### config.mk
export PLATFORM = sky130hd
export DESIGN_NAME = task_queue_with_delay_timers_top
export DESIGN_NICKNAME = d
export VERILOG_FILES = /design/src/rtl/core/tq_pkg.sv /design/src/rtl/core/tq_ram.sv /design/src/rtl/core/tq_dp.sv /design/src/rtl/core/tq_ctrl.sv /design/src/rtl/core/task_queue_with_delay_timers_top.sv
export SDC_FILE = /design/constraint.sdc
export NUM_CORES = 1
export LEC_CHECK = 0
export ABC_CLOCK_PERIOD_IN_PS = 4200
export BUFFER_PORTS_ARGS = -buffer_cell sky130_fd_sc_hd__buf_4
export CAP_MARGIN = 40
export CORE_ASPECT_RATIO = 1.75
export CORE_MARGIN = 5
export CORE_UTILIZATION = 40
export DETAILED_ROUTE_END_ITERATION = 12
export PLACE_DENSITY_LB_ADDON = 0.2
export SLEW_MARGIN = 20
export SYNTH_ARGS = -nofsm -noshare
export SYNTH_HDL_FRONTEND = slang
export SYNTH_SLANG_ARGS = --single-unit
export TNS_END_PERCENT = 10
### constraint.sdc
create_clock -name clk -period 4.2 [get_ports clk]
set_input_delay 0.63 -clock clk [delete_from_list [all_inputs] [get_ports clk]]
set_output_delay 0.63 -clock clk [all_outputs]
set_load 0.05 [all_outputs]
### src/rtl/core/tq_pkg.sv
`timescale 1ns / 1ps

package tq_pkg;

  // Default sizes of the queue and of the timer table
  localparam int QUEUE_SLOTS_DEF = 9;
  localparam int TIMER_SLOTS_DEF = 9;

  // Field widths
  localparam int ID_W    = 8;
  localparam int DELAY_W = 16;
  localparam int FIRED_W = 4;
  localparam int TENTRY_W = ID_W + DELAY_W;

  localparam logic [FIRED_W-1:0] FIRED_MAX = '1;
  localparam logic [ID_W-1:0]    ID_IDLE   = '0;

  // Operation codes carried by the func field
  typedef enum logic [1:0] {
    FUNC_ADD_TASK  = 2'd0,
    FUNC_ADD_TIMER = 2'd1,
    FUNC_TICK      = 2'd2,
    FUNC_DISPATCH  = 2'd3
  } func_t;

  typedef enum logic [2:0] {
    ST_IDLE,
    ST_DECIDE,
    ST_SCAN_RD,
    ST_SCAN_CHK,
    ST_ARM,
    ST_POP_TAKE,
    ST_DONE
  } state_t;

  // Controller to datapath
  typedef struct packed {
    logic load_item;
    logic enq_item;
    logic scan_chk;
    logic arm;
    logic pop_take;
    logic out_load;
  } tq_cmd_t;

  // Datapath to controller
  typedef struct packed {
    func_t func;
    logic  id_zero;
    logic  delay_zero;
    logic  scan_last;
    logic  queue_empty;
    logic  out_free;
  } tq_sts_t;

endpackage

### src/rtl/core/tq_ram.sv
`timescale 1ns / 1ps

module tq_ram #(
  parameter int WIDTH = 8,
  parameter int DEPTH = 9,
  parameter int AW    = (DEPTH > 1) ? $clog2(DEPTH) : 1
) (
  input  logic             clk,
  input  logic             wr_en,
  input  logic [AW-1:0]    wr_addr,
  input  logic [WIDTH-1:0] wr_data,
  input  logic [AW-1:0]    rd_addr,
  output logic [WIDTH-1:0] rd_data
);

  logic [WIDTH-1:0] mem_r [DEPTH];
  logic [WIDTH-1:0] rd_data_r;

  // Write port and registered read port
  always_ff @(posedge clk) begin
    if (wr_en) begin
      mem_r[wr_addr] <= wr_data;
    end
    rd_data_r <= mem_r[rd_addr];
  end

  assign rd_data = rd_data_r;

endmodule

### src/rtl/core/tq_dp.sv
`timescale 1ns / 1ps

module tq_dp
  import tq_pkg::*;
#(
  parameter int QUEUE_SLOTS = QUEUE_SLOTS_DEF,
  parameter int TIMER_SLOTS = TIMER_SLOTS_DEF
) (
  input  logic               clk,
  input  logic               rst_n,
  input  tq_cmd_t            cmd,
  output tq_sts_t            sts,
  input  logic [1:0]         in_func,
  input  logic [ID_W-1:0]    in_task_id,
  input  logic [DELAY_W-1:0] in_delay_ticks,
  input  logic               in_update_existing,
  output logic               out_valid,
  input  logic               out_ready,
  output logic [ID_W-1:0]    out_run_task,
  output logic               out_accepted,
  output logic [FIRED_W-1:0] out_fired_count
);

  localparam int QW  = (QUEUE_SLOTS > 1) ? $clog2(QUEUE_SLOTS) : 1;
  localparam int QCW = $clog2(QUEUE_SLOTS + 1);
  localparam int TW  = (TIMER_SLOTS > 1) ? $clog2(TIMER_SLOTS) : 1;

  // Captured item
  func_t              item_func_r;
  logic [ID_W-1:0]    item_id_r;
  logic [DELAY_W-1:0] item_delay_r;
  logic               item_update_r;

  // Queue pointers
  logic [QW-1:0]  head_r, head_nxt, tail_r, tail_nxt;
  logic [QCW-1:0] count_r, count_nxt;

  // Timer scan state
  logic [TIMER_SLOTS-1:0] used_r, used_nxt;
  logic [TW-1:0]          scan_idx_r, scan_idx_nxt;
  logic [TW-1:0]          match_idx_r, match_idx_nxt, free_idx_r, free_idx_nxt;
  logic                   match_found_r, match_found_nxt, free_found_r, free_found_nxt;

  // Result of the current item and output register
  logic [ID_W-1:0]    run_r, run_nxt;
  logic               acc_r, acc_nxt;
  logic [FIRED_W-1:0] fired_r, fired_nxt;
  logic               out_valid_r, out_valid_nxt;
  logic [ID_W-1:0]    out_run_r;
  logic               out_acc_r;
  logic [FIRED_W-1:0] out_fired_r;

  // Memory ports
  logic                q_we;
  logic [ID_W-1:0]     q_wdata, q_rdata;
  logic                t_we;
  logic [TW-1:0]       t_waddr;
  logic [TENTRY_W-1:0] t_wdata, t_rdata;

  logic [ID_W-1:0]    t_owner;
  logic [DELAY_W-1:0] t_remain;
  logic               cur_used;
  logic               queue_full;
  logic               enq_req, enq_ok;
  logic [ID_W-1:0]    enq_id;

  assign t_owner    = t_rdata[TENTRY_W-1:DELAY_W];
  assign t_remain   = t_rdata[DELAY_W-1:0];
  assign cur_used   = used_r[scan_idx_r];
  assign queue_full = (count_r == QCW'(QUEUE_SLOTS));

  tq_ram #(.WIDTH(ID_W), .DEPTH(QUEUE_SLOTS), .AW(QW)) u_queue_ram (
    .clk     (clk),
    .wr_en   (q_we),
    .wr_addr (tail_r),
    .wr_data (q_wdata),
    .rd_addr (head_r),
    .rd_data (q_rdata)
  );

  tq_ram #(.WIDTH(TENTRY_W), .DEPTH(TIMER_SLOTS), .AW(TW)) u_timer_ram (
    .clk     (clk),
    .wr_en   (t_we),
    .wr_addr (t_waddr),
    .wr_data (t_wdata),
    .rd_addr (scan_idx_r),
    .rd_data (t_rdata)
  );

  // Pick the task to enqueue: the captured item or an expiring timer
  always_comb begin
    enq_req = 1'b0;
    enq_id  = item_id_r;
    if (cmd.enq_item) begin
      enq_req = 1'b1;
    end else if (cmd.scan_chk && item_func_r == FUNC_TICK && cur_used &&
                 t_remain == '0) begin
      enq_req = 1'b1;
      enq_id  = t_owner;
    end
    enq_ok  = enq_req && enq_id != ID_IDLE && !queue_full;
    q_we    = enq_ok;
    q_wdata = enq_id;
  end

  // Queue pointers: push at tail, pop at head
  always_comb begin
    head_nxt  = head_r;
    tail_nxt  = tail_r;
    count_nxt = count_r;
    if (enq_ok) begin
      tail_nxt  = (tail_r == QW'(QUEUE_SLOTS - 1)) ? '0 : tail_r + QW'(1);
      count_nxt = count_r + QCW'(1);
    end
    if (cmd.pop_take) begin
      head_nxt  = (head_r == QW'(QUEUE_SLOTS - 1)) ? '0 : head_r + QW'(1);
      count_nxt = count_r - QCW'(1);
    end
  end

  // Timer scan, arm and result bookkeeping
  always_comb begin
    used_nxt        = used_r;
    scan_idx_nxt    = scan_idx_r;
    match_idx_nxt   = match_idx_r;
    match_found_nxt = match_found_r;
    free_idx_nxt    = free_idx_r;
    free_found_nxt  = free_found_r;
    run_nxt         = run_r;
    acc_nxt         = acc_r;
    fired_nxt       = fired_r;
    t_we            = 1'b0;
    t_waddr         = scan_idx_r;
    t_wdata         = {t_owner, t_remain - DELAY_W'(1)};

    if (cmd.load_item) begin
      scan_idx_nxt    = '0;
      match_found_nxt = 1'b0;
      free_found_nxt  = 1'b0;
      run_nxt         = '0;
      acc_nxt         = 1'b0;
      fired_nxt       = '0;
    end

    if (cmd.enq_item) begin
      acc_nxt = enq_ok;
    end

    if (cmd.scan_chk) begin
      if (item_func_r == FUNC_TICK) begin
        // Count down an armed timer, or fire it and free the slot
        if (cur_used) begin
          if (t_remain != '0) begin
            t_we = 1'b1;
          end else begin
            used_nxt[scan_idx_r] = 1'b0;
            if (fired_r != FIRED_MAX) begin
              fired_nxt = fired_r + FIRED_W'(1);
            end
          end
        end
      end else begin
        // Note the first matching slot (when updating) and the first free slot
        if (item_update_r && cur_used && t_owner == item_id_r && !match_found_r) begin
          match_found_nxt = 1'b1;
          match_idx_nxt   = scan_idx_r;
        end
        if (!cur_used && !free_found_r) begin
          free_found_nxt = 1'b1;
          free_idx_nxt   = scan_idx_r;
        end
      end
      if (scan_idx_r != TW'(TIMER_SLOTS - 1)) begin
        scan_idx_nxt = scan_idx_r + TW'(1);
      end
    end

    if (cmd.arm) begin
      t_wdata = {item_id_r, item_delay_r - DELAY_W'(1)};
      if (match_found_r) begin
        t_we    = 1'b1;
        t_waddr = match_idx_r;
        acc_nxt = 1'b1;
      end else if (free_found_r) begin
        t_we                 = 1'b1;
        t_waddr              = free_idx_r;
        used_nxt[free_idx_r] = 1'b1;
        acc_nxt              = 1'b1;
      end
    end

    if (cmd.pop_take) begin
      run_nxt = q_rdata;
    end
  end

  assign out_valid_nxt = cmd.out_load ? 1'b1 : (out_ready ? 1'b0 : out_valid_r);

  // Control registers
  always_ff @(posedge clk) begin
    if (!rst_n) begin
      head_r        <= '0;
      tail_r        <= '0;
      count_r       <= '0;
      used_r        <= '0;
      scan_idx_r    <= '0;
      match_found_r <= 1'b0;
      free_found_r  <= 1'b0;
      out_valid_r   <= 1'b0;
    end else begin
      head_r        <= head_nxt;
      tail_r        <= tail_nxt;
      count_r       <= count_nxt;
      used_r        <= used_nxt;
      scan_idx_r    <= scan_idx_nxt;
      match_found_r <= match_found_nxt;
      free_found_r  <= free_found_nxt;
      out_valid_r   <= out_valid_nxt;
    end
  end

  // Payload registers
  always_ff @(posedge clk) begin
    if (cmd.load_item) begin
      item_func_r   <= func_t'(in_func);
      item_id_r     <= in_task_id;
      item_delay_r  <= in_delay_ticks;
      item_update_r <= in_update_existing;
    end
    match_idx_r <= match_idx_nxt;
    free_idx_r  <= free_idx_nxt;
    run_r       <= run_nxt;
    acc_r       <= acc_nxt;
    fired_r     <= fired_nxt;
    if (cmd.out_load) begin
      out_run_r   <= run_r;
      out_acc_r   <= acc_r;
      out_fired_r <= fired_r;
    end
  end

  assign sts.func        = item_func_r;
  assign sts.id_zero     = (item_id_r == ID_IDLE);
  assign sts.delay_zero  = (item_delay_r == '0);
  assign sts.scan_last   = (scan_idx_r == TW'(TIMER_SLOTS - 1));
  assign sts.queue_empty = (count_r == '0);
  assign sts.out_free    = !out_valid_r || out_ready;

  assign out_valid       = out_valid_r;
  assign out_run_task    = out_run_r;
  assign out_accepted    = out_acc_r;
  assign out_fired_count = out_fired_r;

  // Occupancy never exceeds the slot count
  assert property (@(posedge clk) disable iff (!rst_n)
    count_r <= QCW'(QUEUE_SLOTS))
    else $error("queue count above slot count");

  // Pointers meet whenever the queue is empty or full
  assert property (@(posedge clk) disable iff (!rst_n)
    (head_r != tail_r) |-> (count_r != '0 && !queue_full))
    else $error("queue pointers disagree with count");

  // A pop beat only ever follows a nonempty queue and never comes with a push
  assert property (@(posedge clk) disable iff (!rst_n)
    cmd.pop_take |-> (count_r != '0 && !enq_ok))
    else $error("pop from empty queue or pop during push");

  // Arming a free slot marks it used on the next cycle
  assert property (@(posedge clk) disable iff (!rst_n)
    (cmd.arm && !match_found_r && free_found_r) |=> used_r[$past(free_idx_r)])
    else $error("armed timer slot not marked used");

endmodule

### src/rtl/core/tq_ctrl.sv
`timescale 1ns / 1ps

module tq_ctrl
  import tq_pkg::*;
(
  input  logic    clk,
  input  logic    rst_n,
  input  logic    in_valid,
  output logic    in_ready,
  input  tq_sts_t sts,
  output tq_cmd_t cmd
);

  state_t state_r, state_nxt;

  // Next state
  always_comb begin
    state_nxt = state_r;
    case (state_r)
      ST_IDLE: begin
        if (in_valid) begin
          state_nxt = ST_DECIDE;
        end
      end
      ST_DECIDE: begin
        case (sts.func)
          FUNC_ADD_TIMER: begin
            if (sts.id_zero || sts.delay_zero) begin
              state_nxt = ST_DONE;
            end else begin
              state_nxt = ST_SCAN_RD;
            end
          end
          FUNC_TICK:     state_nxt = ST_SCAN_RD;
          FUNC_DISPATCH: state_nxt = sts.queue_empty ? ST_DONE : ST_POP_TAKE;
          default:       state_nxt = ST_DONE;
        endcase
      end
      ST_SCAN_RD:  state_nxt = ST_SCAN_CHK;
      ST_SCAN_CHK: begin
        if (!sts.scan_last) begin
          state_nxt = ST_SCAN_RD;
        end else if (sts.func == FUNC_ADD_TIMER) begin
          state_nxt = ST_ARM;
        end else begin
          state_nxt = ST_DONE;
        end
      end
      ST_ARM:      state_nxt = ST_DONE;
      ST_POP_TAKE: state_nxt = ST_DONE;
      ST_DONE: begin
        if (sts.out_free) begin
          state_nxt = ST_IDLE;
        end
      end
      default:     state_nxt = ST_IDLE;
    endcase
  end

  // Outputs
  always_comb begin
    cmd      = '0;
    in_ready = 1'b0;
    case (state_r)
      ST_IDLE: begin
        in_ready      = 1'b1;
        cmd.load_item = in_valid;
      end
      ST_DECIDE: begin
        case (sts.func)
          FUNC_ADD_TASK:  cmd.enq_item = 1'b1;
          FUNC_ADD_TIMER: cmd.enq_item = !sts.id_zero && sts.delay_zero;
          default:        cmd.enq_item = 1'b0;
        endcase
      end
      ST_SCAN_CHK: cmd.scan_chk = 1'b1;
      ST_ARM:      cmd.arm      = 1'b1;
      ST_POP_TAKE: cmd.pop_take = 1'b1;
      ST_DONE:     cmd.out_load = sts.out_free;
      default:     cmd          = '0;
    endcase
  end

  always_ff @(posedge clk) begin
    if (!rst_n) begin
      state_r <= ST_IDLE;
    end else begin
      state_r <= state_nxt;
    end
  end

endmodule

### src/rtl/core/task_queue_with_delay_timers_top.sv
`timescale 1ns / 1ps

// Cooperative task queue with delay timers. Each input beat carries one
// operation (add task, add timer task, tick, dispatch) and produces exactly
// one result beat. One operation is in flight at a time. Add timer task with
// a nonzero delay and an id that is not idle, and tick, visit every timer
// slot in index order through the timer RAM's registered read port. The
// block is ready for the next input beat in the cycle after the result is
// loaded. The result sits in an output register, so a new input beat is
// taken while the previous result waits; that operation then holds in its
// last cycle until the output register frees.
// Queue entries and timer entries live in RAMs; timer slot occupancy is
// kept in flip-flops, so no clearing pass is needed after reset.
module task_queue_with_delay_timers_top
  import tq_pkg::*;
#(
  parameter int QUEUE_SLOTS = QUEUE_SLOTS_DEF,
  parameter int TIMER_SLOTS = TIMER_SLOTS_DEF
) (
  input  logic               clk,
  input  logic               rst_n,
  input  logic               in_valid,
  output logic               in_ready,
  input  logic [1:0]         in_func,
  input  logic [ID_W-1:0]    in_task_id,
  input  logic [DELAY_W-1:0] in_delay_ticks,
  input  logic               in_update_existing,
  output logic               out_valid,
  input  logic               out_ready,
  output logic [ID_W-1:0]    out_run_task,
  output logic               out_accepted,
  output logic [FIRED_W-1:0] out_fired_count
);

  tq_cmd_t cmd;
  tq_sts_t sts;

  tq_ctrl u_ctrl (
    .clk      (clk),
    .rst_n    (rst_n),
    .in_valid (in_valid),
    .in_ready (in_ready),
    .sts      (sts),
    .cmd      (cmd)
  );

  tq_dp #(
    .QUEUE_SLOTS (QUEUE_SLOTS),
    .TIMER_SLOTS (TIMER_SLOTS)
  ) u_dp (
    .clk                (clk),
    .rst_n              (rst_n),
    .cmd                (cmd),
    .sts                (sts),
    .in_func            (in_func),
    .in_task_id         (in_task_id),
    .in_delay_ticks     (in_delay_ticks),
    .in_update_existing (in_update_existing),
    .out_valid          (out_valid),
    .out_ready          (out_ready),
    .out_run_task       (out_run_task),
    .out_accepted       (out_accepted),
    .out_fired_count    (out_fired_count)
  );

endmodule

==> results.md <==
* Slew Limit Headroom at 0.454
* Internal power at ~7100 µW
* Cell depth of the worst flop-to-flop path at 8
* Critical path's slowest cell: or3b_4
* First-pass GRT wire length at around 55,000 µm
* Final Max Slew Viols at 0
* Post-CTS Repair Setup Buffers at 0
* Crit path DAT at 3.48 ns
* Final min period at around 3.2 ns
* Switching Fraction at 0.232
* Gr usage total at 0.158
* Origin of the worst setup path: u_ctrl.state_r[2]
* Crit path buffers/inverters at 1
* Area grow syn2layout at 14.9%
* Hold Crit Depth at 1
* Die Wd at between 150 and 200 µm
* Sequential fraction of the synthesis area at 0.702
* CP top delay family: simple AND/OR/NAND/NOR gates
* RSZ-0062 raised after global routing: no
* Largest net degree at the start of global routing at between 40 and 50
* Post-synth EDFFs at between 300 and 400
* Final layout net count at 1,157
* Syn_area_per_cell at approximately 16 µm²
* Peak supply drop at approximately 0.31 mV
* Ports at 46
* Worst setup endpoint: u_dp.u_timer_ram.mem_r[0][12]
* CTS root buf: clkbuf_16
* Largest stage delay on the critical path at approximately 0.48 ns
* Drt wl/cell at between 20 and 25 µm
* TritonCTS buffer count at 40
* Sequential share of power at 0.522
* Setup Crit Path Kind: reg2reg
* Static leakage at approximately 0.006 µW
* Hold WC Path Type: in2reg
* Number of core rows at 99
* Die Footprint at 0.0460 mm²
* Comb pwr share at 0.084
* Antenna violations before repair at 0
* Max cap viols at 0
* Synth Warn # at 0
* Core area at about 0.041 mm²
* Crit path launch type: register
* CTS H-tree depth at 2
* Syn Nets at 1,084
* Reg2reg setup slack at around 0.98 ns
* RePlAce Congestion at approximately 0.88
* Hold Slack at 0.262 ns
* Routed vias at 8,878
* Die Span Y at 280 µm
* Starting Density at 0.401
* Total gr overflow at 0
* Skew-Pair Late Insertion Delay at between 0.5 and 0.6 ns
* Iter 0 DRT Violations at 568
* Layout cells sized above 1 at 0.223
* Crit path required time at approximately 4.5 ns
* Vias in the first global route at 9,231
* Outcome: finished clean
* I/O Buffers at 45
* Post-CTS Hold Buffers at 0
* Dpl hpwl at 23,500 µm
* Clock skew at between 0.015 and 0.02 ns
* Clk sink count at 412
* Setup TNS at 0 ns
* Critical Path, Cell by Cell: nor3b_2 > buf_4 > mux2i_1 > ha_1 > o2111ai_1 > or3b_4 > a21oi_1 > xnor2_1
* F_max at around 310 MHz
* Synth Instances at between 1,000 and 1,500
* Fin crit share at 0.768
* Worst Max-Slew Pin Slew at slightly below 0.8 ns
* Cts repair resizes at 0
* PD cells at roughly 480 mW/mm²
* ANT cells at 0
* Ys flop type: edfxtp_1
* DRT Wirelength at between 30,000 and 40,000 µm
* Clock Power Share at 0.394
* DR pass1 iterations at 7
* FFs w/ async S/R, synth at 0
* Synthesized area at around 0.017 mm²
* Worst-path maximum fanout at 36
* CP Capture Type: register
* Remaining antenna violation count at 0
* R2R Path Start: u_ctrl.state_r[2]
* Clock Tree Buf Depth at 3
* Routed vias/inst at ~5.2
* Psw at around 2200 µW
* Cell depth of the worst setup path at 8
* Final hold vios at 0
* Clock tree from TritonCTS: done
* DRC at 0
* Flops & latches, synth at between 400 and 500
* Reg clk slew, reported paths at around 0.070 ns
* Netlist cell types at 73
* Reg-to-reg endpoint: u_dp.u_timer_ram.mem_r[0][12]
* # setup viols final at 0
[how the worst min path moves through the flow]
stage | startpoint | endpoint
2_1_floorplan | u_dp.run_r[0] | u_dp.out_run_task[0]
3_3_place_gp | u_dp.run_r[6] | u_dp.out_run_task[6]
3_5_place_dp | u_dp.run_r[0] | u_dp.out_run_task[0]
4_1_cts | in_delay_ticks[10] | u_dp.item_delay_r[10]
5_1_grt | in_delay_ticks[4] | u_dp.item_delay_r[4]
6_report | in_delay_ticks[4] | u_dp.item_delay_r[4]
[registers in the layout (all words and copies together), names as in the netlist, 2 cells and up]
register and flops:
u_dp.head_r 4, u_dp.item_id_r 8, u_dp.free_idx_r 4, u_ctrl.state_r 3, u_dp.item_func_r 2, u_dp.out_run_task 8
u_dp.item_delay_r 16, u_dp.scan_idx_r 4, u_dp.tail_r 4, u_dp.match_idx_r 4, u_dp.run_r 8, u_dp.fired_r 4
u_dp.used_r 9, u_dp.out_fired_count 4, u_dp.u_queue_ram.mem_r 72, u_dp.u_timer_ram.rd_data 24, u_dp.u_timer_ram.mem_r 216, u_dp.count_r 4
u_dp.u_queue_ram.rd_data 8
[layout by cell type, fill, tap and decap left out, types with 6 or more instances in the layout]
master / Yosys / routed
mux2i_1: 53 / 53
ha_1: 14 / 14
or3_1: 8 / 8
nand2_1: 106 / 106
nand3_1: 20 / 20
nor2_2: 2 / 10
nand2b_1: 6 / 6
edfxtp_1: 344 / 344
mux4_2: 64 / 64
nor3_1: 22 / 22
nor2_1: 37 / 29
dfxtp_1: 68 / 64
clkinv_1: 1 / 11
buf_4: 2 / 77
xor2_1: 9 / 9
nor4_1: 12 / 12
nor2b_1: 6 / 6
clkbuf_16: 0 / 42
a21oi_1: 30 / 30
xnor2_1: 16 / 16
mux2_2: 10 / 10
and2_1: 10 / 10
o21ai_0: 51 / 51
inv_1: 15 / 15
[synthesized netlist by cell type, types with 3 or more instances]
cell | n | area [µm²]
nand2b_1 | 6 | 37.5
nand4b_1 | 4 | 35.0
a211oi_1 | 4 | 30.0
clkbuf_1 | 27 | 101
nor2b_1 | 6 | 37.5
nand2_1 | 106 | 398
buf_2 | 14 | 70.1
inv_1 | 15 | 56.3
nand3b_1 | 4 | 30.0
nor4_1 | 12 | 75.1
nor2_1 | 37 | 139
o21ai_0 | 51 | 255
o211ai_1 | 5 | 37.5
xor2_1 | 9 | 78.8
and2_1 | 10 | 62.6
mux4_2 | 64 | 1440
buf_1 | 5 | 18.8
edfxtp_1 | 344 | 10300
a31oi_1 | 3 | 18.8
buf_6 | 3 | 33.8
a22oi_1 | 3 | 22.5
or3_1 | 8 | 50.1
nand3_1 | 20 | 100
a21o_1 | 4 | 30.0
xnor2_1 | 16 | 140
or2_2 | 3 | 18.8
a21oi_1 | 30 | 150
ha_1 | 14 | 175
nor4b_2 | 4 | 60.1
mux2_2 | 10 | 113
o31a_1 | 3 | 26.3
nand4_1 | 5 | 31.3
mux2i_1 | 53 | 531
nor3_1 | 22 | 110
dfxtp_1 | 68 | 1360
[kinds of logic (layout without fill, tap and decap cells)]
family / count (synthesis) / count (layout) / synth area share
adder cells (fa/ha/maj): 15 / 15 / 0.0117
XOR/XNOR: 25 / 25 / 0.0131
AO/OA/AOI/OAI: 121 / 121 / 0.0441
flip-flops: 412 / 412 / 0.702
multiplexers: 130 / 130 / 0.128
AND/OR/NAND/NOR: 266 / 266 / 0.0823
buffers and inverters: 69 / 173 / 0.0184
[through the flow]
stage               instance area [µm²]  std cells   util  setup slack [ns]  total power (µW)
detailed placement                17800       1622  0.428              1.04              5720
CTS                               19100       1695  0.461             0.977              9410
floorplan                         16700       1038      -             0.299              5420
global placement                  17700       1619  0.427              1.14              5700
global route                      19100       1697  0.461             0.721              9660
finish                            19100       1697  0.461             0.975              9280
[final cells by class]
cell class / instances / area, µm²
fill: 3612 / 22400
sequential: 412 / 11700
multi-input combinational: 557 / 4690
clock buffer: 47 / 1070
tap: 555 / 694
timing repair buffer: 82 / 639
clock inverter: 26 / 275
inverter: 18 / 67.6
[routing by layer]
| metal | global-route usage | part of all wire | up-vias |
|---|---|---|---|
| met2 | 0.301 | 0.57 | 195 |
| met1 | 0.177 | 0.37 | 4467 |
| met5 | 0 | 0 | - |
| met3 | 0.0225 | 0.035 | 59 |
| li1 | - | - | 4157 |
| met4 | 0.0527 | 0.024 | 0 |
[power by group through the flow]
stage | Clock (µW) | Sequential (µW) | Combinational, µW
after floorplan | 0 | 4860 | 560
after global placement | 0 | 4930 | 772
after detailed placement | 0 | 4930 | 790
after CTS | 3770 | 4850 | 791
after global routing | 3940 | 4860 | 858
final | 3660 | 4850 | 779
Power figures use the tool's default switching activity.
